## config.mk

```make
export PLATFORM = sky130hd
export DESIGN_NAME = lptw_round
export DESIGN_NICKNAME = d
export VERILOG_FILES = /design/src/hw/rtl/lptw_pkg.sv /design/src/hw/rtl/lptw_round.sv
export SDC_FILE = /design/constraint.sdc
export NUM_CORES = 1
export LEC_CHECK = 0
export ABC_CLOCK_PERIOD_IN_PS = 8250
export BUFFER_PORTS_ARGS = -buffer_cell sky130_fd_sc_hd__buf_2
export CORE_MARGIN = 2
export CORE_UTILIZATION = 46
export DETAILED_ROUTE_END_ITERATION = 8
export HOLD_SLACK_MARGIN = 0.02
export PLACE_DENSITY_LB_ADDON = 0.1
export SLEW_MARGIN = 20
export SYNTH_ARGS = -nofsm -noshare
export SYNTH_HDL_FRONTEND = slang
export SYNTH_SLANG_ARGS = --single-unit
export TNS_END_PERCENT = 5
```

## constraint.sdc

```tcl
create_clock -name clock -period 8.25 [get_ports clock]
set_clock_uncertainty 0.2 [all_clocks]
set_input_delay 1.65 -clock clock [delete_from_list [all_inputs] [get_ports clock]]
set_output_delay 1.65 -clock clock [all_outputs]
set_load 0.1 [all_outputs]
```

## src/hw/rtl/lptw_pkg.sv

```systemverilog
`default_nettype none

package lptw_pkg;

   // Number of rotation iterations the arctangent table supports.
   localparam int MAX_STAGES = 24;

   // Binary angles: 65536 is one full turn.
   localparam int ANGLE_WIDTH = 16;

   // The rotation angle runs at 2^32 per turn.
   localparam int Z_WIDTH = 32;

   // The gain correction is a Q30 constant.
   localparam int GAIN_WIDTH = 30;

   // Fraction bits of the rotation datapath.
   localparam int FRAC_BITS = 24;

   // Q30 times a coordinate gives Q30; dropping this many bits gives Q24.
   localparam int PRESCALE_SHIFT = 6;

   // Guard bits above the coordinate width in the rotation datapath.
   localparam int GUARD_BITS = 26;

   localparam int OUT_WIDTH = 18;

   // Longest register chain: two prescale stages, the cells, the output stage.
   localparam int MAX_LATENCY = MAX_STAGES + 3;

   localparam longint unsigned K_INF_Q30  = 64'd652032874;
   localparam longint unsigned K_TAIL_Q30 = K_INF_Q30 * 2 / 3;

   localparam logic [ANGLE_WIDTH-1:0] OFFSET_RESET = 16'd8192;
   localparam logic [ANGLE_WIDTH-1:0] EIGHTH_TURN  = 16'd8192;

   typedef logic [1:0] quadrant_type;

   localparam quadrant_type QUAD_ZERO  = 2'd0;
   localparam quadrant_type QUAD_LEFT  = 2'd1;
   localparam quadrant_type QUAD_HALF  = 2'd2;
   localparam quadrant_type QUAD_RIGHT = 2'd3;

   // atan(2^-i), scaled to 2^32 per turn.
   localparam logic [Z_WIDTH-1:0] ATAN_TABLE [MAX_STAGES] = '{
      32'h20000000, 32'h12E4051E, 32'h09FB385B, 32'h051111D4, 32'h028B0D43, 32'h0145D7E1,
      32'h00A2F61E, 32'h00517C55, 32'h0028BE53, 32'h00145F2F, 32'h000A2F98, 32'h000517CC,
      32'h00028BE6, 32'h000145F3, 32'h0000A2FA, 32'h0000517D, 32'h000028BE, 32'h0000145F,
      32'h00000A30, 32'h00000518, 32'h0000028C, 32'h00000146, 32'h000000A3, 32'h00000051
   };

   // Inverse rotation gain for a finite number of iterations, in Q30.
   function automatic logic [GAIN_WIDTH-1:0] gain_q30(input int stages);
      longint unsigned g;
      g = K_INF_Q30 + (K_TAIL_Q30 >> (2 * stages));
      return g[GAIN_WIDTH-1:0];
   endfunction

endpackage

`default_nettype wire

```

## src/hw/rtl/lptw_round.sv

```systemverilog
`default_nettype none

module lptw_round import lptw_pkg::*; #(
   parameter int COORD_WIDTH = 16,
   parameter int XY_WIDTH    = COORD_WIDTH + GUARD_BITS
) (
   input  logic                          clock,
   input  logic                          reset,
   input  logic                          in_valid,
   output logic                          in_ready,
   input  logic signed [XY_WIDTH-1:0]    in_x,
   input  logic signed [XY_WIDTH-1:0]    in_y,
   input  logic signed [COORD_WIDTH-1:0] in_robot_x,
   input  logic signed [COORD_WIDTH-1:0] in_robot_y,
   output logic                          out_valid,
   input  logic                          out_ready,
   output logic signed [OUT_WIDTH-1:0]   out_world_x,
   output logic signed [OUT_WIDTH-1:0]   out_world_y
);

   localparam int INT_WIDTH = XY_WIDTH - FRAC_BITS;
   localparam int SUM_WIDTH = (COORD_WIDTH + 3 > OUT_WIDTH) ? COORD_WIDTH + 3 : OUT_WIDTH;
   localparam logic signed [XY_WIDTH-1:0] ROUND_HALF = XY_WIDTH'(1) << (FRAC_BITS - 1);

   logic                          valid_ff;
   logic signed [XY_WIDTH-1:0]    x_round, y_round;
   logic signed [INT_WIDTH-1:0]   x_int, y_int;
   logic signed [SUM_WIDTH-1:0]   x_sum, y_sum;
   logic signed [OUT_WIDTH-1:0]   wx_ff, wx_in;
   logic signed [OUT_WIDTH-1:0]   wy_ff, wy_in;

   assign in_ready = !valid_ff || out_ready;

   // Round to nearest, ties up, then add the robot position; wraps to the output width.
   always_comb begin
      x_round = in_x + ROUND_HALF;
      y_round = in_y + ROUND_HALF;
      x_int   = x_round[XY_WIDTH-1:FRAC_BITS];
      y_int   = y_round[XY_WIDTH-1:FRAC_BITS];
      x_sum   = SUM_WIDTH'(x_int) + SUM_WIDTH'(in_robot_x);
      y_sum   = SUM_WIDTH'(y_int) + SUM_WIDTH'(in_robot_y);
      wx_in   = x_sum[OUT_WIDTH-1:0];
      wy_in   = y_sum[OUT_WIDTH-1:0];
   end

   always_ff @(posedge clock) begin
      if (reset) begin
         valid_ff <= 1'b0;
      end else if (in_ready) begin
         valid_ff <= in_valid;
      end
   end

   always_ff @(posedge clock) begin
      if (in_valid && in_ready) begin
         wx_ff <= wx_in;
         wy_ff <= wy_in;
      end
   end

   assign out_valid   = valid_ff;
   assign out_world_x = wx_ff;
   assign out_world_y = wy_ff;

endmodule

`default_nettype wire

```

# Word-level counts from Yosys, hierarchy flattened
# Index checks and enable logic that the tools add are counted.
# W data, S select, Z words.
[totals] ff_bits=37 in_bits=120 output_inout_bits=38 word_cells=10
[classes] n_addsub=4 n_reduce_logical=3
[ops] op="$add A42 B25 Y42 const B" n=2
[ops] op="$add A18 B16 Y18" n=2
[ops] op="$logic_and A1 B1 Y1" n=1
[ops] op="$logic_not A1 Y1" n=1
[ops] op="$logic_or A1 B1 Y1" n=1

# Depth between registers and ports, before layout
[logic_depth] ltp_word=3 ltp_mapped=13 mapped_depth_nobuf=12

# Worst setup path before layout
# OpenSTA, ideal clock, no wires.
[synth_timing] kind="input to output" start="input out_ready" end="output in_ready" arrival_ns=2.429 t_required_ns=6.400 slack_ns=3.971 path_stages=1 path_buffers=0 cell_sequence="nand2b_1"
[synth_via] elab_chain_len=1
[synth_lines] element="start, declared" line="lptw_round.sv:16" source="input logic out_ready,"
[synth_lines] element="$logic_or A1 B1 Y1" line="lptw_round.sv:32" source="assign in_ready = !valid_ff || out_ready;"
[synth_lines] element="end, declared" line="lptw_round.sv:10" source="output logic in_ready,"
# No other way between the ends.

# Worst setup path in the final report
[layout_timing] start="input in_y[25]" end="register wy_ff[17], in the netlist out_world_y[17] (data pin)"
[layout_via] elab_chain_len=2
[layout_lines] element="start, declared" line="lptw_round.sv:12" source="input logic signed [XY_WIDTH-1:0] in_y,"
[layout_lines] element="$add A42 B25 Y42" line="lptw_round.sv:37" source="y_round = in_y + ROUND_HALF;"
[layout_lines] element="$add A18 B16 Y18" line="lptw_round.sv:41" source="y_sum = SUM_WIDTH'(y_int) + SUM_WIDTH'(in_robot_y);"
[layout_lines] element="net y_sum[17]" line="lptw_round.sv:28" source="logic signed [SUM_WIDTH-1:0] x_sum, y_sum;"
[layout_lines] element="end signal, assigned" line="lptw_round.sv:57" source="wy_ff <= wy_in;"
[layout_lines] element="end, declared" line="lptw_round.sv:30" source="logic signed [OUT_WIDTH-1:0] wy_ff, wy_in;"
# The timed path passes the listed nets, and every way through them passes these cells.
# A chain may end at the register's enable or synchronous reset.

==> results.toml <==
[clocking]
clkLatencyLatePin_ns = 0.27
cts.sinks = 37
ctsHoldBuffers = 0
cts_resized = 0
clock_path_buffers = 2
cts_buffers = 5
clk_transition_reported_paths_ns = 0.08
root_buffer = "clkbuf_8"
cts_tree = "yes"
post_cts_buffers = 0
htree_levels = 2

[pwr]
power_leakage_nw = 1.87
p_per_area_nw_per_um2 = 188
peakVddDrop_v = 0.000171

[die]
dieArea_um2 = 8130
num_rows = 31
io_pins = 158
start_util_pct = 47.3
die_h_um = 90.1
core_um2 = 7210
die_x_um = 90.1

[logic_synthesis]
synth_top_area_cell = "edfxtp_1"
synth-compound-area-share_pct = 17.7
seq_area_frac_synth_pct = 32.3
yosys.area_share.simple_pct = 16.0
netlist.area_leader.share_pct = 31.7
syn_area_um2 = 3410
dominantRegCellSynth = "edfxtp_1"
yosysWarnings = 0
yosysMostFrequentCell = "xnor2_1"
async_flop_share_pct = 0
yosys.area_share.adder_pct = 14.7
postSynthCellCount = 356
yosys.area_share.xor_xnor_pct = 16.7
synth_seq_cells = 37
synth-edff-count = 36
synth.distinct_cells = 50
synth_top_family_by_area = "compound AO/OA/AOI/OAI gates"
synth_area_leaders = "edfxtp_1 32%, ha_1 14%, xnor2_1 12%, xor2_1 5.1%, a21oi_1 3.4%"
synthTopCellsByCount = "45 x xnor2_1, 37 x ha_1, 36 x edfxtp_1"
muxShareOfSynthArea_pct = 0
synth_fp_nets = 515
synth_area_per_cell_um2 = 9.59

[final_layout]
nets = 628
multi_input_area_um2 = 2220
n_antenna_cell = 0
instances_no_fill = 569
drive_gt1_share_pct = 27.0
fillers = 694
finalInstanceArea_um2 = 4170
area_growth_pct = 22.0
seq_area_um2 = 1100

[critical_path]
rrSetupSlack_ns = 6.56
startpoint = "in_y[25]"
slowest_stage = "ha_1"
cpPeakStageDelay_ns = 0.37
crit_chain = "buf_2 > and3_1 > and3_1 > and2_1 > nand3_1 > xnor2_1 > ha_1 > a21oi_2 > o21ai_1 > a221o_1 > a221oi_2 > xnor2_1"
end_kind = "flip-flop"
crit_end = "out_world_y[17]$_DFFE_PP_"
cp_data_required_time_ns = 8.08
arrival_ns = 4.22
crit_fanout = 6
timing.rr.end = "out_world_y[2]$_DFFE_PP_"
worstSetupStartpointType = "primary input"
r2r.worst_path.cells = 2
r2r_start = "out_valid$_SDFFE_PP0N_"
worstSetupPathType = "in -> reg"

[run_status]
status = "finished, final reports clean"

[timing]
setup_viol = 0
tightest_slew_ns = 0.828
fin_ws_ns = 3.86
max_slew_margin_pct = 44.8
rsz0062_at_grt = "no"
final-hold-violation-count = 0
fin_tns_setup_ns = 0
slew_viol_final = 0
finalCritPeriodShare_pct = 53.2
whs_ns = 0.313
fmax_ghz = 0.228
fin_crit_ns = 4.39

[hold_path]
holdCritPathClass = "reg -> reg"

[routing]
antenna_left = 0
drt-wirelength-per-cell_um = 13.0
drt-initial-drc-count = 113
vias_per_cell = 5.29
dr_total_vias = 3008
wl_mm = 7.42
drcViolationCount = 0
firstDrtPassIters = 4

[placed_design]
gp_congestion = 0.872
place_inst = 561
port_buffers = 111
hpwl_mm = 6.13
place_area_um2 = 4070
place_ws_ns = 3.58

[grt]
grt_pass1_vias = 2742
grt_max_degree = 37
gr-total-overflow = 0
grt_usage_pct = 17.5
antenna_found_initial = 0
grt_pass1_wl_mm = 12.0

[run]
drv_cap = 0
==> routing by layer <==
metal  vias to the layer above  part of all wire [%]  wire [µm]  GRT usage [%]
met1                      1381                    45       3350           23.4
met4                         0                  0.16         12           1.54
li1                       1536                     -          -              -
met5                         -                     0          0              0
met3                         2                   7.3        539           4.27
met2                        89                    47       3510           30.0
==> per-stage QoR <==
| stage | total power, mW | util [%] |
|---|---|---|
| after global placement | 0.654 | 56.4 |
| after global routing | 0.825 | 57.7 |
| after detailed placement | 0.658 | 56.4 |
| after floorplan | 0.580 | - |
| after CTS | 0.791 | 57.7 |
| final | 0.784 | 57.7 |
==> area by class of cell <==
cell class	count	share of cell area (%)
inverters	18	1.62
repair buffers	111	13.3
flip-flops and latches	37	26.4
clock inverters	1	0.180
multi-input cells	296	53.4
clock buffers	7	2.07
well taps	99	2.97
==> critical path: cells and delay by family <==
family / cells / cell delay, ns
AND/OR/NAND/NOR: 4 / 0.76
adder cells (fa/ha/maj): 1 / 0.37
XOR/XNOR: 2 / 0.26
buffers and inverters: 1 / 0.12
AO/OA/AOI/OAI: 4 / 1.07
==> worst min-delay path by stage <==
| stage | endpoint | slack, ns | depth (start not counted) | start |
|---|---|---|---|---|
| global route | out_valid$_SDFFE_PP0N_ | 0.36 | 2 | out_valid$_SDFFE_PP0N_ |
| CTS | out_valid$_SDFFE_PP0N_ | 0.32 | 2 | out_valid$_SDFFE_PP0N_ |
| detailed placement | out_valid$_SDFFE_PP0N_ | 0.31 | 2 | out_valid$_SDFFE_PP0N_ |
| floorplan | out_valid$_SDFFE_PP0N_ | 1.52 | 1 | reset |
| global placement | out_valid$_SDFFE_PP0N_ | 0.30 | 2 | out_valid$_SDFFE_PP0N_ |
| finish | out_valid$_SDFFE_PP0N_ | 0.31 | 2 | out_valid$_SDFFE_PP0N_ |
==> kinds of logic (layout without fill, tap and decap cells) <==
group,count (synthesis),after routing
adders and majority gates,39,39
and+or+nand+nor,109,109
AOI/OAI and AO/OA,83,83
DFF,37,37
buffers and inverters,23,137
xor gates and xnor gates,65,65
==> sequential cells by signal, indices dropped and copies added (netlist names) <==
signal / flops
out_world_x: 18
out_world_y: 18
out_valid: 1
==> power breakdown <==
group / switching, mW / leakage (nW) / total (mW) / internal (mW)
clock: 0.0632 / 0.0445 / 0.131 / 0.0679
sequential: 0.00697 / 0.356 / 0.251 / 0.244
combinational: 0.298 / 1.46 / 0.402 / 0.104
total: 0.368 / 1.87 / 0.784 / 0.416
==> layout by cell type (no fill, tap or decap), types with 12 or more instances in the layout <==
master,netlist,final
buf_2,3,111
xnor2_1,45,45
ha_1,37,37
edfxtp_1,36,36
nand2_1,27,27
nor2_1,23,23
a21oi_1,23,23
xor2_1,20,20
inv_1,18,18
nand3_1,15,15
and3_1,12,12
Power figures use the tool's default switching activity.
