**config.mk**
```make
export PLATFORM = sky130hd
export DESIGN_NAME = lptw_cordic_cell
export DESIGN_NICKNAME = d
export VERILOG_FILES = /design/src/hw/rtl/lptw_pkg.sv /design/src/hw/rtl/lptw_cordic_cell.sv
export SDC_FILE = /design/constraint.sdc
export NUM_CORES = 1
export LEC_CHECK = 0
export BUFFER_PORTS_ARGS = -buffer_cell sky130_fd_sc_hd__buf_2
export CAP_MARGIN = 20
export CORE_ASPECT_RATIO = 1.5
export CORE_MARGIN = 10
export CORE_UTILIZATION = 50
export CTS_CLUSTER_DIAMETER = 120
export CTS_CLUSTER_SIZE = 16
export DETAILED_ROUTE_END_ITERATION = 8
export GPL_ROUTABILITY_DRIVEN = 0
export PLACE_DENSITY = 0.73
export SYNTH_ARGS = -nofsm -noshare
export SYNTH_HDL_FRONTEND = slang
export SYNTH_SLANG_ARGS = --single-unit
```
**constraint.sdc**
```tcl
create_clock -name clock -period 9.47 [get_ports clock]
set_input_delay 0.4735 -clock clock [delete_from_list [all_inputs] [get_ports clock]]
set_output_delay 0.4735 -clock clock [all_outputs]
set_load 0.02 [all_outputs]
```
**src/hw/rtl/lptw_pkg.sv**
```systemverilog
`default_nettype none

package lptw_pkg;

   // Number of rotation iterations the arctangent table supports.
   localparam int MAX_STAGES = 24;

   // Binary angles: 65536 is one full turn.
   localparam int ANGLE_WIDTH = 16;

   // The rotation angle runs at 2^32 per turn.
   localparam int Z_WIDTH = 32;

   // The gain correction is a Q30 constant.
   localparam int GAIN_WIDTH = 30;

   // Fraction bits of the rotation datapath.
   localparam int FRAC_BITS = 24;

   // Q30 times a coordinate gives Q30; dropping this many bits gives Q24.
   localparam int PRESCALE_SHIFT = 6;

   // Guard bits above the coordinate width in the rotation datapath.
   localparam int GUARD_BITS = 26;

   localparam int OUT_WIDTH = 18;

   // Longest register chain: two prescale stages, the cells, the output stage.
   localparam int MAX_LATENCY = MAX_STAGES + 3;

   localparam longint unsigned K_INF_Q30  = 64'd652032874;
   localparam longint unsigned K_TAIL_Q30 = K_INF_Q30 * 2 / 3;

   localparam logic [ANGLE_WIDTH-1:0] OFFSET_RESET = 16'd8192;
   localparam logic [ANGLE_WIDTH-1:0] EIGHTH_TURN  = 16'd8192;

   typedef logic [1:0] quadrant_type;

   localparam quadrant_type QUAD_ZERO  = 2'd0;
   localparam quadrant_type QUAD_LEFT  = 2'd1;
   localparam quadrant_type QUAD_HALF  = 2'd2;
   localparam quadrant_type QUAD_RIGHT = 2'd3;

   // atan(2^-i), scaled to 2^32 per turn.
   localparam logic [Z_WIDTH-1:0] ATAN_TABLE [MAX_STAGES] = '{
      32'h20000000, 32'h12E4051E, 32'h09FB385B, 32'h051111D4, 32'h028B0D43, 32'h0145D7E1,
      32'h00A2F61E, 32'h00517C55, 32'h0028BE53, 32'h00145F2F, 32'h000A2F98, 32'h000517CC,
      32'h00028BE6, 32'h000145F3, 32'h0000A2FA, 32'h0000517D, 32'h000028BE, 32'h0000145F,
      32'h00000A30, 32'h00000518, 32'h0000028C, 32'h00000146, 32'h000000A3, 32'h00000051
   };

   // Inverse rotation gain for a finite number of iterations, in Q30.
   function automatic logic [GAIN_WIDTH-1:0] gain_q30(input int stages);
      longint unsigned g;
      g = K_INF_Q30 + (K_TAIL_Q30 >> (2 * stages));
      return g[GAIN_WIDTH-1:0];
   endfunction

endpackage

`default_nettype wire

```
**src/hw/rtl/lptw_cordic_cell.sv**
```systemverilog
`default_nettype none

module lptw_cordic_cell import lptw_pkg::*; #(
   parameter int COORD_WIDTH = 16,
   parameter int XY_WIDTH    = COORD_WIDTH + GUARD_BITS,
   parameter int STAGE_INDEX = 0
) (
   input  logic                          clock,
   input  logic                          reset,
   input  logic                          in_valid,
   output logic                          in_ready,
   input  logic signed [XY_WIDTH-1:0]    in_x,
   input  logic signed [XY_WIDTH-1:0]    in_y,
   input  logic signed [Z_WIDTH-1:0]     in_z,
   input  logic signed [COORD_WIDTH-1:0] in_robot_x,
   input  logic signed [COORD_WIDTH-1:0] in_robot_y,
   output logic                          out_valid,
   input  logic                          out_ready,
   output logic signed [XY_WIDTH-1:0]    out_x,
   output logic signed [XY_WIDTH-1:0]    out_y,
   output logic signed [Z_WIDTH-1:0]     out_z,
   output logic signed [COORD_WIDTH-1:0] out_robot_x,
   output logic signed [COORD_WIDTH-1:0] out_robot_y
);

   localparam logic signed [Z_WIDTH-1:0] ATAN_STEP = signed'(ATAN_TABLE[STAGE_INDEX]);

   logic                          valid_ff;
   logic signed [XY_WIDTH-1:0]    dx, dy;
   logic signed [XY_WIDTH-1:0]    x_ff, x_in;
   logic signed [XY_WIDTH-1:0]    y_ff, y_in;
   logic signed [Z_WIDTH-1:0]     z_ff, z_in;
   logic signed [COORD_WIDTH-1:0] rx_ff, ry_ff;

   assign in_ready = !valid_ff || out_ready;

   // One micro-rotation: turn towards zero residual angle.
   always_comb begin
      dx = in_y >>> STAGE_INDEX;
      dy = in_x >>> STAGE_INDEX;
      if (!in_z[Z_WIDTH-1]) begin
         x_in = in_x - dx;
         y_in = in_y + dy;
         z_in = in_z - ATAN_STEP;
      end else begin
         x_in = in_x + dx;
         y_in = in_y - dy;
         z_in = in_z + ATAN_STEP;
      end
   end

   always_ff @(posedge clock) begin
      if (reset) begin
         valid_ff <= 1'b0;
      end else if (in_ready) begin
         valid_ff <= in_valid;
      end
   end

   always_ff @(posedge clock) begin
      if (in_valid && in_ready) begin
         x_ff  <= x_in;
         y_ff  <= y_in;
         z_ff  <= z_in;
         rx_ff <= in_robot_x;
         ry_ff <= in_robot_y;
      end
   end

   assign out_valid   = valid_ff;
   assign out_x       = x_ff;
   assign out_y       = y_ff;
   assign out_z       = z_ff;
   assign out_robot_x = rx_ff;
   assign out_robot_y = ry_ff;

endmodule

`default_nettype wire

```
After elaboration in Yosys (flattened, before gate mapping)

Cells that the tools add are included.

Register bits: 149
Input bits: 152
Output and inout bits: 150

Muxes and demuxes: 3
Add/sub/neg operators: 5
Reductions and logical operators: 3

Operators with widths:

| cell                                                                   | number |
|---|---|
| 42-bit two-way mux                                                     | 2 |
| 42-bit subtractor                                                      | 2 |
| 42-bit adder                                                           | 1 |
| 32-bit by 31-bit adder with 32-bit output (second input constant)      | 1 |
| 32-bit two-way mux                                                     | 1 |
| 32-bit by 31-bit subtractor with 32-bit output (second input constant) | 1 |
| 1-bit logical AND                                                      | 1 |
| 1-bit logical NOT                                                      | 1 |
| 1-bit logical OR                                                       | 1 |

Depth between registers and ports, before layout

Depth after elaboration: 3
Gate-level depth with buffers: 13
Mapped depth without buffers: 13

Worst setup path before layout

No wires, ideal clock.

Path type: in2reg
From: in out_ready
To: reg rx_ff[0] (netlist: out_robot_x[0]), enable pin
Stages on the path: 2
Data required time: 8.946 ns
Setup slack: 4.805 ns
Path buffers: 0
Data arrival time: 4.141 ns
Cells stage by stage: nand2b_1 -> and2_1

Longest elaborated chain between the ends: 2

Ends and longest elaborated chain:

| item                   | line                   | text |
|---|---|---|
| start: declaration     | lptw_cordic_cell.sv:18 | `input logic out_ready,` |
| 1-bit logical OR       | lptw_cordic_cell.sv:35 | `assign in_ready = !valid_ff \|\| out_ready;` |
| 1-bit logical AND      | lptw_cordic_cell.sv:61 | `if (in_valid && in_ready) begin` |
| end signal: assignment | lptw_cordic_cell.sv:65 | `rx_ff <= in_robot_x;` |
| end: declaration       | lptw_cordic_cell.sv:33 | `logic signed [COORD_WIDTH-1:0] rx_ff, ry_ff;` |

Every way passes these cells.
A chain may end at the register's enable or synchronous reset.

Final worst setup path

From: in in_x[13]
To: reg x_ff[41] (netlist: out_x[41]) (data pin)

Longest elaborated chain between the ends: 2

Ends and longest elaborated chain:

| item                                                     | line                                           | text |
|---|---|---|
| start: declaration                                       | lptw_cordic_cell.sv:12                         | `input logic signed [XY_WIDTH-1:0] in_x,` |
| 42-bit subtractor / 42-bit adder (equally long branches) | lptw_cordic_cell.sv:42, lptw_cordic_cell.sv:46 |  |
| 42-bit two-way mux (*)                                   | lptw_cordic_cell.sv:41                         | `if (!in_z[Z_WIDTH-1]) begin` |
| named net x_in[41]                                       | lptw_cordic_cell.sv:30                         | `logic signed [XY_WIDTH-1:0] x_ff, x_in;` |
| end signal: assignment                                   | lptw_cordic_cell.sv:62                         | `x_ff <= x_in;` |
| end: declaration                                         | lptw_cordic_cell.sv:30                         |  |

Mark *: on every way through the listed nets, which the timed path passes. The rest lies on a longest branch.

==> flow_metrics.env <==
export IMPL_fp_row_count=69
export IMPL_reg2reg_to="out_z[31]$_DFFE_PP_"
export IMPL_cts_max_level=4
export IMPL_die_height_um=211
export IMPL_die_width_um=147
export IMPL_max_freq_mhz=257
export IMPL_drc=0
export IMPL_hp_class="in -> reg"
export IMPL_synth_simple_gate_area_share_pct=12.6
export IMPL_nets=1904
export IMPL_synth_top_cell_by_area="edfxtp_1"
export IMPL_max_cap_violations=0
export IMPL_hold_worst_slack_ps=202
export IMPL_clkLatencyLatePin_ps=430
export IMPL_cts_hold_fix_buffers=0
export IMPL_startpoint_type="input port"
export IMPL_cts_sinks=148
export IMPL_ys_flop_type="edfxtp_1"
export IMPL_async_flop_share_pct=0
export IMPL_fin_ws_ps=5580
export IMPL_clock_skew_final_ps=13.6
export IMPL_wl_um=43500
export IMPL_dp_hpwl_um=34700
export IMPL_dieArea_um2=31100
export IMPL_tns_ps=0
export IMPL_post_route_min_period_ps=3890
export IMPL_drv_slew=0
export IMPL_slew_headroom_pct=23.1
export IMPL_synth_compound_area_share_pct=22.7
export IMPL_start_util_pct=51.1
export IMPL_synthXorXnorAreaFrac_pct=5.83
export IMPL_numCtsBuffers=17
export IMPL_hold_start="reset"
export IMPL_grt_max_degree=91
export IMPL_drive_gt1_share_pct=22.7
export IMPL_hold_depth=2
export IMPL_syn2layout_area_growth_pct=19.1
export IMPL_post_route_period_util_pct=41.1
export IMPL_synth_nets=1631
export IMPL_cp_data_required_time_ps=9630
export IMPL_synth_top_cells_by_area="edfxtp_1, ha_1, a21oi_1, xnor2_1, o21ai_0"
export IMPL_end_kind="flip-flop"
export IMPL_syn_inst=1337
export IMPL_postCtsSetupBuffers=0
export IMPL_drt_iter0_markers=1296
export IMPL_synth_edf_count=147
export IMPL_io_buffers=301
export IMPL_r2r_start="out_valid$_SDFFE_PP0N_"
export IMPL_grt_pass1_wl_um=65000
export IMPL_syn_area_per_cell_um2=9.10
export IMPL_antenna_found_initial=2
export IMPL_num_vias=11600
export IMPL_vdd_drop_max_uv=133
export IMPL_synthDistinctLibCells=83
export IMPL_drt_first_pass_iters=6
export IMPL_setup_violations_final=0
export IMPL_regToRegSetupSlack_ps=7110
export IMPL_ys_seq_area_share_pct=36.4
export IMPL_post_synth_top_area_fraction_pct=36.3
export IMPL_core_area_um2=23800
export IMPL_cts_max_path_buffers=2
export IMPL_synthMuxAreaShare_pct=1.57
export IMPL_synthAdderAreaFrac_pct=14.9
export IMPL_worst_slew_pin_slew_ps=1140
export IMPL_grt_total_usage_pct=26.9
export IMPL_ys_seq_elements=148
export IMPL_grt_overflow=0
export IMPL_vias_per_cell=5.99
export IMPL_r2r_cells=4
export IMPL_synth_top_family_by_area="compound AO/OA/AOI/OAI gates"
export IMPL_grt_pass1_vias=11700
export IMPL_post_cts_resized=0
export IMPL_cts_tree="yes"
export IMPL_rsz0062_at_grt="no"
export IMPL_wl_per_cell_um=22.4
export IMPL_preCtsSetupSlack_ps=5370
export IMPL_cp_max_fo=13
export IMPL_crit_arrival_ps=4050
export IMPL_whs_endpoint="out_valid$_SDFFE_PP0N_"
export IMPL_ant_nets=0
export IMPL_hold_violations=0
export IMPL_worst_setup_path_type="in -> reg"
export IMPL_clkTransAtPathRegs_ps=60
export IMPL_yosysWarnings=0
export IMPL_clock_root_buffer="clkbuf_16"
export IMPL_ios=302
export IMPL_p_leak_nw=6.43
export IMPL_netlist_area_um2=12200
export IMPL_fill_cells=2128
export IMPL_status="complete, no violations"
export IMPL_powerDensity_nw_per_um2=157
[how the worst max path moves through the flow]
| stage | from | endpoint | slack [ps] | cells past startpoint |
|---|---|---|---|---|
| after global routing | in_x[13] | out_x[41]$_DFFE_PP_ | 5400 | 12 |
| after detailed placement | in_x[13] | out_x[41]$_DFFE_PP_ | 5370 | 12 |
| final | in_x[13] | out_x[41]$_DFFE_PP_ | 5580 | 12 |
| after global placement | in_x[9] | out_y[38]$_DFFE_PP_ | 5280 | 13 |
| after floorplan | out_ready | out_robot_x[0]$_DFFE_PP_ | 4810 | 2 |
| after CTS | in_x[13] | out_x[41]$_DFFE_PP_ | 5820 | 12 |
[layout make-up]
type | instances | area (um^2) | area share, %
multi-input cells | 1005 | 7010 | 48.4
flip-flops and latches | 148 | 4430 | 30.6
repair buffers | 308 | 1580 | 10.9
inverters | 130 | 488 | 3.37
clock buffers | 20 | 447 | 3.08
well taps | 319 | 399 | 2.75
clock inverters | 12 | 133 | 0.915
diodes | 3 | 7.51 | 0.0518
[where the power goes]
group	internal, W	switching (W)	leakage (nW)	total, W
logic	0.000258	0.000515	4.72	0.000773
clock network	0.000395	0.000272	0.282	0.000668
registers	0.000818	0.0000185	1.43	0.000836
[sequential cells by signal, indices dropped and copies added, names as in the netlist]
register / count
out_robot_y: 16
out_y: 41
out_valid: 1
out_robot_x: 16
out_x: 42
out_z: 32
[cell usage after synthesis, drive strengths merged (10+ instances only)]
cell type / instances
nor2b: 15
o31ai: 15
buf: 24
clkbuf: 30
o21ai: 104
nand4: 13
nand2b: 19
o21a: 12
ha: 138
inv: 123
o21bai: 32
xnor2: 73
nor2: 109
a21o: 25
a21oi: 164
nand2: 79
nor3: 30
edfxtp: 147
o211ai: 10
nand3: 21
mux2i: 18
[through the flow]
step	total power, W	instance area, um^2	util [%]	instances
after floorplan	0.00134	12200	-	1337
after global placement	0.00159	13900	58.2	1908
after detailed placement	0.00160	13900	58.2	1909
after CTS	0.00228	14500	60.7	1941
after global routing	0.00237	14500	60.8	1943
final	0.00228	14500	60.8	1945
[metal layers]
metal / part of all wire (%) / GRT usage, %
met5: 0 / 0
met4: 6.5 / 17.1
met3: 8.4 / 6.09
met2: 51 / 49.3
met1: 34 / 26.7
[kinds of logic (layout without fill, tap and decap cells)]
logic type,Yosys count,in the layout
adders and majority gates,142,142
and+or+nand+nor,325,325
xor gates and xnor gates,81,81
other,0,3
DFF,148,148
muxes,19,19
AOI/OAI and AO/OA,438,438
buffers and inverters,184,470
[worst max-delay path, stage by stage]
cell	delay (ps)
buf_2	100
inv_1	50
ha_1	560
inv_1	200
nor3_1	630
nand2_1	140
a21oi_1	250
o31ai_1	160
a21oi_1	730
a221oi_1	220
a2111oi_2	410
xor2_1	110
[layout by cell type (no fill, tap or decap), types with 4 or more instances in the layout]
cell type,count
o21ai_0,100
nor4_1,8
clkinv_2,4
o31ai_1,13
a2111oi_2,4
o21a_1,12
nor2b_1,15
clkbuf_16,17
o211ai_1,10
a211o_1,4
o21bai_1,32
nand3_1,21
and3_1,4
or3_1,5
buf_4,5
edfxtp_1,147
xnor2_1,73
buf_2,301
mux2i_1,18
a21oi_1,161
fa_1,4
nor3_1,29
nor2_1,109
clkinv_1,7
xor2_1,8
nand2_1,79
ha_1,138
a211oi_1,9
nand2b_1,19
a2111oi_0,5
a31oi_1,6
a21o_1,25
nand4_1,13
inv_1,121
and2_1,7
a22oi_1,5
(Power assumes the default switching activity.)
