==> src/hw/rtl/lptw_pkg.sv <==
`default_nettype none

package lptw_pkg;

   // Number of rotation iterations the arctangent table supports.
   localparam int MAX_STAGES = 24;

   // Binary angles: 65536 is one full turn.
   localparam int ANGLE_WIDTH = 16;

   // The rotation angle runs at 2^32 per turn.
   localparam int Z_WIDTH = 32;

   // The gain correction is a Q30 constant.
   localparam int GAIN_WIDTH = 30;

   // Fraction bits of the rotation datapath.
   localparam int FRAC_BITS = 24;

   // Q30 times a coordinate gives Q30; dropping this many bits gives Q24.
   localparam int PRESCALE_SHIFT = 6;

   // Guard bits above the coordinate width in the rotation datapath.
   localparam int GUARD_BITS = 26;

   localparam int OUT_WIDTH = 18;

   // Longest register chain: two prescale stages, the cells, the output stage.
   localparam int MAX_LATENCY = MAX_STAGES + 3;

   localparam longint unsigned K_INF_Q30  = 64'd652032874;
   localparam longint unsigned K_TAIL_Q30 = K_INF_Q30 * 2 / 3;

   localparam logic [ANGLE_WIDTH-1:0] OFFSET_RESET = 16'd8192;
   localparam logic [ANGLE_WIDTH-1:0] EIGHTH_TURN  = 16'd8192;

   typedef logic [1:0] quadrant_type;

   localparam quadrant_type QUAD_ZERO  = 2'd0;
   localparam quadrant_type QUAD_LEFT  = 2'd1;
   localparam quadrant_type QUAD_HALF  = 2'd2;
   localparam quadrant_type QUAD_RIGHT = 2'd3;

   // atan(2^-i), scaled to 2^32 per turn.
   localparam logic [Z_WIDTH-1:0] ATAN_TABLE [MAX_STAGES] = '{
      32'h20000000, 32'h12E4051E, 32'h09FB385B, 32'h051111D4, 32'h028B0D43, 32'h0145D7E1,
      32'h00A2F61E, 32'h00517C55, 32'h0028BE53, 32'h00145F2F, 32'h000A2F98, 32'h000517CC,
      32'h00028BE6, 32'h000145F3, 32'h0000A2FA, 32'h0000517D, 32'h000028BE, 32'h0000145F,
      32'h00000A30, 32'h00000518, 32'h0000028C, 32'h00000146, 32'h000000A3, 32'h00000051
   };

   // Inverse rotation gain for a finite number of iterations, in Q30.
   function automatic logic [GAIN_WIDTH-1:0] gain_q30(input int stages);
      longint unsigned g;
      g = K_INF_Q30 + (K_TAIL_Q30 >> (2 * stages));
      return g[GAIN_WIDTH-1:0];
   endfunction

endpackage

`default_nettype wire

==> src/hw/rtl/lptw_prescale.sv <==
`default_nettype none

module lptw_prescale import lptw_pkg::*; #(
   parameter int COORD_WIDTH = 16,
   parameter int STAGES      = 16,
   parameter int XY_WIDTH    = COORD_WIDTH + GUARD_BITS
) (
   input  logic                          clock,
   input  logic                          reset,
   input  logic [ANGLE_WIDTH-1:0]        mount_angle_offset,
   input  logic                          in_valid,
   output logic                          in_ready,
   input  logic signed [COORD_WIDTH-1:0] in_point_x,
   input  logic signed [COORD_WIDTH-1:0] in_point_y,
   input  logic signed [COORD_WIDTH-1:0] in_robot_x,
   input  logic signed [COORD_WIDTH-1:0] in_robot_y,
   input  logic [ANGLE_WIDTH-1:0]        in_heading,
   output logic                          out_valid,
   input  logic                          out_ready,
   output logic signed [XY_WIDTH-1:0]    out_x,
   output logic signed [XY_WIDTH-1:0]    out_y,
   output logic signed [Z_WIDTH-1:0]     out_z,
   output logic signed [COORD_WIDTH-1:0] out_robot_x,
   output logic signed [COORD_WIDTH-1:0] out_robot_y
);

   localparam int PROD_WIDTH = COORD_WIDTH + GAIN_WIDTH + 1;
   localparam logic signed [GAIN_WIDTH:0] GAIN = {1'b0, gain_q30(STAGES)};
   localparam logic signed [PROD_WIDTH-1:0] ROUND_HALF =
      PROD_WIDTH'(1) << (PRESCALE_SHIFT - 1);

   // First stage: angle split and gain multiply.
   logic                          a_valid_ff;
   logic                          a_ready;
   logic signed [PROD_WIDTH-1:0]  prod_x_ff, prod_x_in;
   logic signed [PROD_WIDTH-1:0]  prod_y_ff, prod_y_in;
   logic signed [Z_WIDTH-1:0]     z_a_ff, z_a_in;
   quadrant_type                  quad_ff, quad_in;
   logic signed [COORD_WIDTH-1:0] rx_a_ff, ry_a_ff;
   logic [ANGLE_WIDTH-1:0]        angle;
   logic [ANGLE_WIDTH-1:0]        angle_biased;
   logic [ANGLE_WIDTH-1:0]        residual;

   // Second stage: rounding to Q24 and the exact quarter-turn rotation.
   logic                          b_valid_ff;
   logic signed [PROD_WIDTH-1:0]  sum_x, sum_y;
   logic signed [XY_WIDTH-1:0]    x0, y0;
   logic signed [XY_WIDTH-1:0]    x_b_ff, x_b_in;
   logic signed [XY_WIDTH-1:0]    y_b_ff, y_b_in;
   logic signed [Z_WIDTH-1:0]     z_b_ff;
   logic signed [COORD_WIDTH-1:0] rx_b_ff, ry_b_ff;

   assign in_ready = !a_valid_ff || a_ready;
   assign a_ready  = !b_valid_ff || out_ready;

   always_comb begin
      angle        = in_heading + mount_angle_offset;
      angle_biased = angle + EIGHTH_TURN;
      quad_in      = angle_biased[ANGLE_WIDTH-1 -: 2];
      residual     = angle - {quad_in, {(ANGLE_WIDTH - 2){1'b0}}};
      z_a_in       = {residual, {(Z_WIDTH - ANGLE_WIDTH){1'b0}}};
      prod_x_in    = in_point_x * GAIN;
      prod_y_in    = in_point_y * GAIN;
   end

   always_ff @(posedge clock) begin
      if (reset) begin
         a_valid_ff <= 1'b0;
      end else if (in_ready) begin
         a_valid_ff <= in_valid;
      end
   end

   always_ff @(posedge clock) begin
      if (in_valid && in_ready) begin
         prod_x_ff <= prod_x_in;
         prod_y_ff <= prod_y_in;
         z_a_ff    <= z_a_in;
         quad_ff   <= quad_in;
         rx_a_ff   <= in_robot_x;
         ry_a_ff   <= in_robot_y;
      end
   end

   always_comb begin
      sum_x = prod_x_ff + ROUND_HALF;
      sum_y = prod_y_ff + ROUND_HALF;
      x0    = XY_WIDTH'(sum_x >>> PRESCALE_SHIFT);
      y0    = XY_WIDTH'(sum_y >>> PRESCALE_SHIFT);
      unique case (quad_ff)
         QUAD_ZERO: begin
            x_b_in = x0;
            y_b_in = y0;
         end
         QUAD_LEFT: begin
            x_b_in = -y0;
            y_b_in = x0;
         end
         QUAD_HALF: begin
            x_b_in = -x0;
            y_b_in = -y0;
         end
         QUAD_RIGHT: begin
            x_b_in = y0;
            y_b_in = -x0;
         end
         default: begin
            x_b_in = x0;
            y_b_in = y0;
         end
      endcase
   end

   always_ff @(posedge clock) begin
      if (reset) begin
         b_valid_ff <= 1'b0;
      end else if (a_ready) begin
         b_valid_ff <= a_valid_ff;
      end
   end

   always_ff @(posedge clock) begin
      if (a_valid_ff && a_ready) begin
         x_b_ff  <= x_b_in;
         y_b_ff  <= y_b_in;
         z_b_ff  <= z_a_ff;
         rx_b_ff <= rx_a_ff;
         ry_b_ff <= ry_a_ff;
      end
   end

   assign out_valid   = b_valid_ff;
   assign out_x       = x_b_ff;
   assign out_y       = y_b_ff;
   assign out_z       = z_b_ff;
   assign out_robot_x = rx_b_ff;
   assign out_robot_y = ry_b_ff;

endmodule

`default_nettype wire

==> config.mk <==
export PLATFORM = sky130hd
export DESIGN_NAME = lptw_prescale
export DESIGN_NICKNAME = d
export VERILOG_FILES = /design/src/hw/rtl/lptw_pkg.sv /design/src/hw/rtl/lptw_prescale.sv
export SDC_FILE = /design/constraint.sdc
export NUM_CORES = 2
export LEC_CHECK = 0
export BUFFER_PORTS_ARGS = -buffer_cell sky130_fd_sc_hd__buf_4
export CAP_MARGIN = 20
export CORE_MARGIN = 4
export CORE_UTILIZATION = 35
export CTS_BUF_LIST = sky130_fd_sc_hd__clkbuf_8
export DETAILED_ROUTE_END_ITERATION = 12
export GPL_TIMING_DRIVEN = 0
export PLACE_DENSITY = 0.59
export SLEW_MARGIN = 10
export SYNTH_ARGS = -nofsm -noshare
export SYNTH_HDL_FRONTEND = slang
export SYNTH_SLANG_ARGS = --single-unit
==> constraint.sdc <==
create_clock -name clock -period 11.08 [get_ports clock]
set_input_delay 2.216 -clock clock [delete_from_list [all_inputs] [get_ports clock]]
set_output_delay 2.216 -clock clock [all_outputs]
set_load 0.005 [all_outputs]
==> Word-level counts from Yosys, hierarchy flattened <==
Cells that the tools add are included.
{ "totals": {"register_bits": 276, "latch_bits": 0, "ramBits": 0, "mem_bits_ro": 0, "inputBits": 100, "output_inout_bits": 150, "memories": 0} }
{ "op_classes": {"add_sub_neg": 7, "n_mul": 2, "div": 0, "n_lt_le_gt_ge": 0, "n_eq_ne": 3, "shifts": 0, "muxes": 2, "bitwise_logic": 0, "reduce_logical": 7} }
{ "op_table": {"columns": ["op", "count"], "rows": [
  ["42-bit case mux with 4 select lines", 2],
  ["47-bit by 7-bit adder with 47-bit output, second input constant", 2],
  ["16-bit by 30-bit multiplier with 46-bit output, second input constant", 2],
  ["41-bit negation with 42-bit output", 2],
  ["16-bit by 14-bit adder with 16-bit output, second input constant", 1],
  ["16-bit adder", 1],
  ["16-bit subtractor", 1],
  ["2-bit equality test, second input constant", 2],
  ["2-bit by 1-bit equality test with 1-bit output, second input constant", 1],
  ["1-bit logical AND", 2],
  ["1-bit logical NOT", 2],
  ["2-bit logical NOT", 1],
  ["1-bit logical OR", 2]
]} }

==> Logic depth before layout (Yosys ltp) <==
{ "logic_depth": {"ltp_word": 4, "mapped_depth": 24} }

==> Worst setup path before layout <==
OpenSTA, ideal clock, no wires.
{ "synth_timing": {"path_kind": "input to register", "startpoint": "input port out_ready", "endpoint": "register rx_b_ff[0], in the netlist out_robot_x[0] (enable)", "t_arrival_ns": 8.131, "slack_ns": 2.308, "path_stages": 2, "cell_sequence": "nor2b_1 > nor2b_1"} }
{ "synth_via": {"elab_chain_cells": 2} }
{ "synth_rtl": {"columns": ["item", "line_no", "source"], "rows": [
  ["from (decl)", "lptw_prescale.sv:19", "input logic out_ready,"],
  ["1-bit logical OR", "lptw_prescale.sv:54", "assign a_ready = !b_valid_ff || out_ready;"],
  ["1-bit logical AND", "lptw_prescale.sv:123", "if (a_valid_ff && a_ready) begin"],
  ["to (signal assigned)", "lptw_prescale.sv:127", "rx_b_ff <= rx_a_ff;"],
  ["to (decl)", "lptw_prescale.sv:51", "logic signed [COORD_WIDTH-1:0] rx_b_ff, ry_b_ff;"]
]} }
Every way passes these cells.
A chain may end at the register's enable or synchronous reset.

==> Worst setup path after layout <==
{ "layout_timing": {"startpoint": "input port in_point_x[10]", "endpoint": "register prod_x_ff[45] (data pin)"} }
{ "layout_via": {"elab_chain_cells": 1} }
{ "layout_rtl": {"columns": ["item", "line_no", "source"], "rows": [
  ["from (decl)", "lptw_prescale.sv:13", "input logic signed [COORD_WIDTH-1:0] in_point_x,"],
  ["16-bit by 30-bit multiplier with 46-bit output", "lptw_prescale.sv:62", "prod_x_in = in_point_x * GAIN;"],
  ["via prod_x_in[45]", "lptw_prescale.sv:35", "logic signed [PROD_WIDTH-1:0] prod_x_ff, prod_x_in;"],
  ["to (signal assigned)", "lptw_prescale.sv:76", "prod_x_ff <= prod_x_in;"],
  ["to (decl)", "lptw_prescale.sv:35", null]
]} }
The timed path passes the listed nets, and every way through them passes these cells.

==> metrics.md <==
| Metric | Value |
|---|---|
| Crit path buffers/inverters | 5 |
| Slew HR | ~33% |
| Antenna violations before repair | 1 |
| DPL Wire Length | roughly 77000 microns |
| Critical path cell sequence | buf_4, ha_1, inv_1, fa_1, inv_1, fa_1, fa_1, inv_1, fa_1, inv_1, fa_1, ha_1, a21o_1, a21o_1, a21oi_1, o21ai_0, nor4_1, o22ai_1, a311oi_1, o21ai_0, a311o_1, xor2_1 |
| CTS Hold Bufs | 0 |
| Synth async-reset ratio | 0% |
| Number of synthesized flops with an enable pin | around 270 |
| DRC viols | 0 |
| Slew Viols, Final | 0 |
| Crit path max-delay cell type | fa_1 |
| Min-Delay Path Class | reg -> reg |
| Post-CTS Resized | 0 |
| Reg area | ~8000 sq um |
| Total Wirelength | a little over 90000 microns |
| Synth Instances | approximately 3.1k |
| Commonest cells after routing, fill and taps aside | inv_1, fa_1, ha_1 |
| Area leader, netlist | edfxtp_1 |
| Post-CTS Setup Bufs | 0 |
| Worst-skew pair later-pin latency | 590 ps |
| CP Launch Type | primary input |
| Core footprint | between 80000 and 90000 sq um |
| GRT overflow | 0 |
| Clk sinks | 268 |
| #FFs+latches synth | approximately 270 |
| Skew final | roughly 38 ps |
| Worst-path clk slew | 60 ps |
| Syn-to-layout area delta | 14.0% |
| Hold Vio Cnt, Final | 0 |
| Register area share after synthesis | around a quarter |
| CP top delay family | adder cells |
| Die Width | about 300 microns |
| Max Freq | approximately 110 MHz |
| CP endpoint kind | register |
| Initial core utilization | roughly a third |
| IO Count | 250 |
| Largest net degree at the start of global routing | 68 |
| Vias | around 23k |
| Row cnt | 110 |
| CP Max Fanout | 6 |
| Largest cells by area after synthesis | edfxtp_1, fa_1, ha_1 |
| CP max stage delay | approximately 540 ps |
| Cell Area, Synth | approximately 32000 sq um |
| RSZ-0062 raised after global routing | false |
| Mapped Avg Cell Area | just over 10 sq um |
| Worst Setup Path Type | in -> reg |
| Fill cells | 8954 |
| Worst-Margin Slew | about 1000 ps |
| CTS tree | done |
| TritonRoute pass-1 iters | 7 |
| Die H | between 300 and 400 microns |
| R2r worst-path depth | 13 |
| Period utilization | between 70% and 80% |
| Overall routing resource usage | a little under a fifth |
| TritonCTS Buffers | between 40 and 50 |
| Post-synth cell types | roughly 100 |
| WP data arrival | around 9000 ps |
| Routability cong. | just under 1 |
| Synth Flop Type | edfxtp_1 |
| Setup violations, final | 0 |
| Period minus WS final | just under 9000 ps |
| Vias per cell | between 5 and 6 |
| First-pass GRT wire length | roughly 140000 microns |
| Max cap viols | 0 |
| Share of layout cells above drive strength 1 | approximately an eighth |
| Iteration-0 DRC Markers | ~1.5k |
| Area of the multi-input gates | 21000 sq um |
| Root buffer selected by CTS | clkbuf_8 |
| Outcome | completed |
| Met3 usage | under 10% |
| Most used cell along the critical path | fa_1 |
| Critical Path RT | between 10000 and 15000 ps |
| Post-Place Setup Slack | between 1500 and 2000 ps |
| Commonest non-fill, non-tap cell in the layout | inv_1 |
| Fin nets | 4250 |
| Post-DR wirelength/cell | 19.6 microns |
| Crit. path cell count | 22 |
| Routed Antenna Nets | 0 |
| CTS H-Tree Depth | 2 |
| CTS Buffer Depth | 3 |
| Vias in the first global route | around 24k |
| Die ar. | roughly 95000 sq um |
| GR peak layer | met2 |
| Setup ws final | approximately 2300 ps |
| Hold path depth | 0 |
| Met1 Resource Use GR | 25.0% |
| Count of buffers from port buffering | between 200 and 250 |
| Syn. warnings | 0 |
| GR Layer Usage met2 | about a third |
| Setup TNS | 0 ps |
| Synth top area share | roughly a quarter |
cells in the mapped netlist, types with 21 or more instances:
library cell,n
inv_1,587
nand3_1,93
nor2_1,137
fa_1,353
o21a_1,23
mux2i_1,21
and3_1,40
a21o_1,37
nand2_1,156
clkbuf_1,57
nor3_1,68
edfxtp_1,266
a211oi_1,32
ha_1,350
a21oi_1,136
a31oi_1,25
xnor2_1,156
nand4_1,37
o21ai_0,114
xor2_1,89
or3_1,21
and2_1,22
worst paths after layout:
kind	from	to	slack [ps]
max reg2reg	prod_x_ff[5]	out_y[36]	6550
min	ry_a_ff[10]	out_robot_y[10]	420
max	in_point_x[10]	prod_x_ff[45]	2280
min reg2reg	ry_a_ff[10]	out_robot_y[10]	420
final cells by class:
cell class	instances	area share, %
antenna	1	0.00694
buffer	105	1.40
clock buffer	49	1.87
clock inverter	32	0.943
inverter	588	6.12
multi-input combinational	2201	58.1
sequential	268	22.2
tap	1176	4.08
timing repair buffer	239	5.22
sequential cells by signal, indices dropped and copies added (netlist names), 16 cells and up:
name         cells
out_z           16
out_robot_x     16
prod_y_ff       42
z_a_ff          16
out_y           42
ry_a_ff         16
prod_x_ff       42
rx_a_ff         16
out_x           42
out_robot_y     16
routing by layer:
metal  wire [microns]  part of all wire, %
met1            39800                   44
met2            42700                   47
met3             5940                  6.5
met4             2850                  3.1
met5                0                    0
logic make-up (layout without fill, tap and decap cells):
group | after synthesis | after routing | share of synthesized area (%)
other | 1 | 17 | 0.0119
buffers and inverters | 693 | 1013 | 8.57
DFF | 268 | 268 | 25.4
xor gates and xnor gates | 245 | 245 | 6.78
and+or+nand+nor | 699 | 699 | 11.7
AOI/OAI and AO/OA | 514 | 514 | 10.6
muxes | 24 | 24 | 0.771
adders and majority gates | 703 | 703 | 36.2
through the flow:
stage	hold WS [ps]	cells	cell area (sq um)	util (%)
after floorplan	400	3162	31700	-
after global placement	400	4571	34900	38.9
after detailed placement	405	4577	35100	39.0
after CTS	420	4658	36100	40.1
after global routing	422	4658	36100	40.1
final	418	4659	36100	40.1
Power is not shown: default switching activity piles up to over one toggle a cycle in this logic, so the estimate is an artifact.
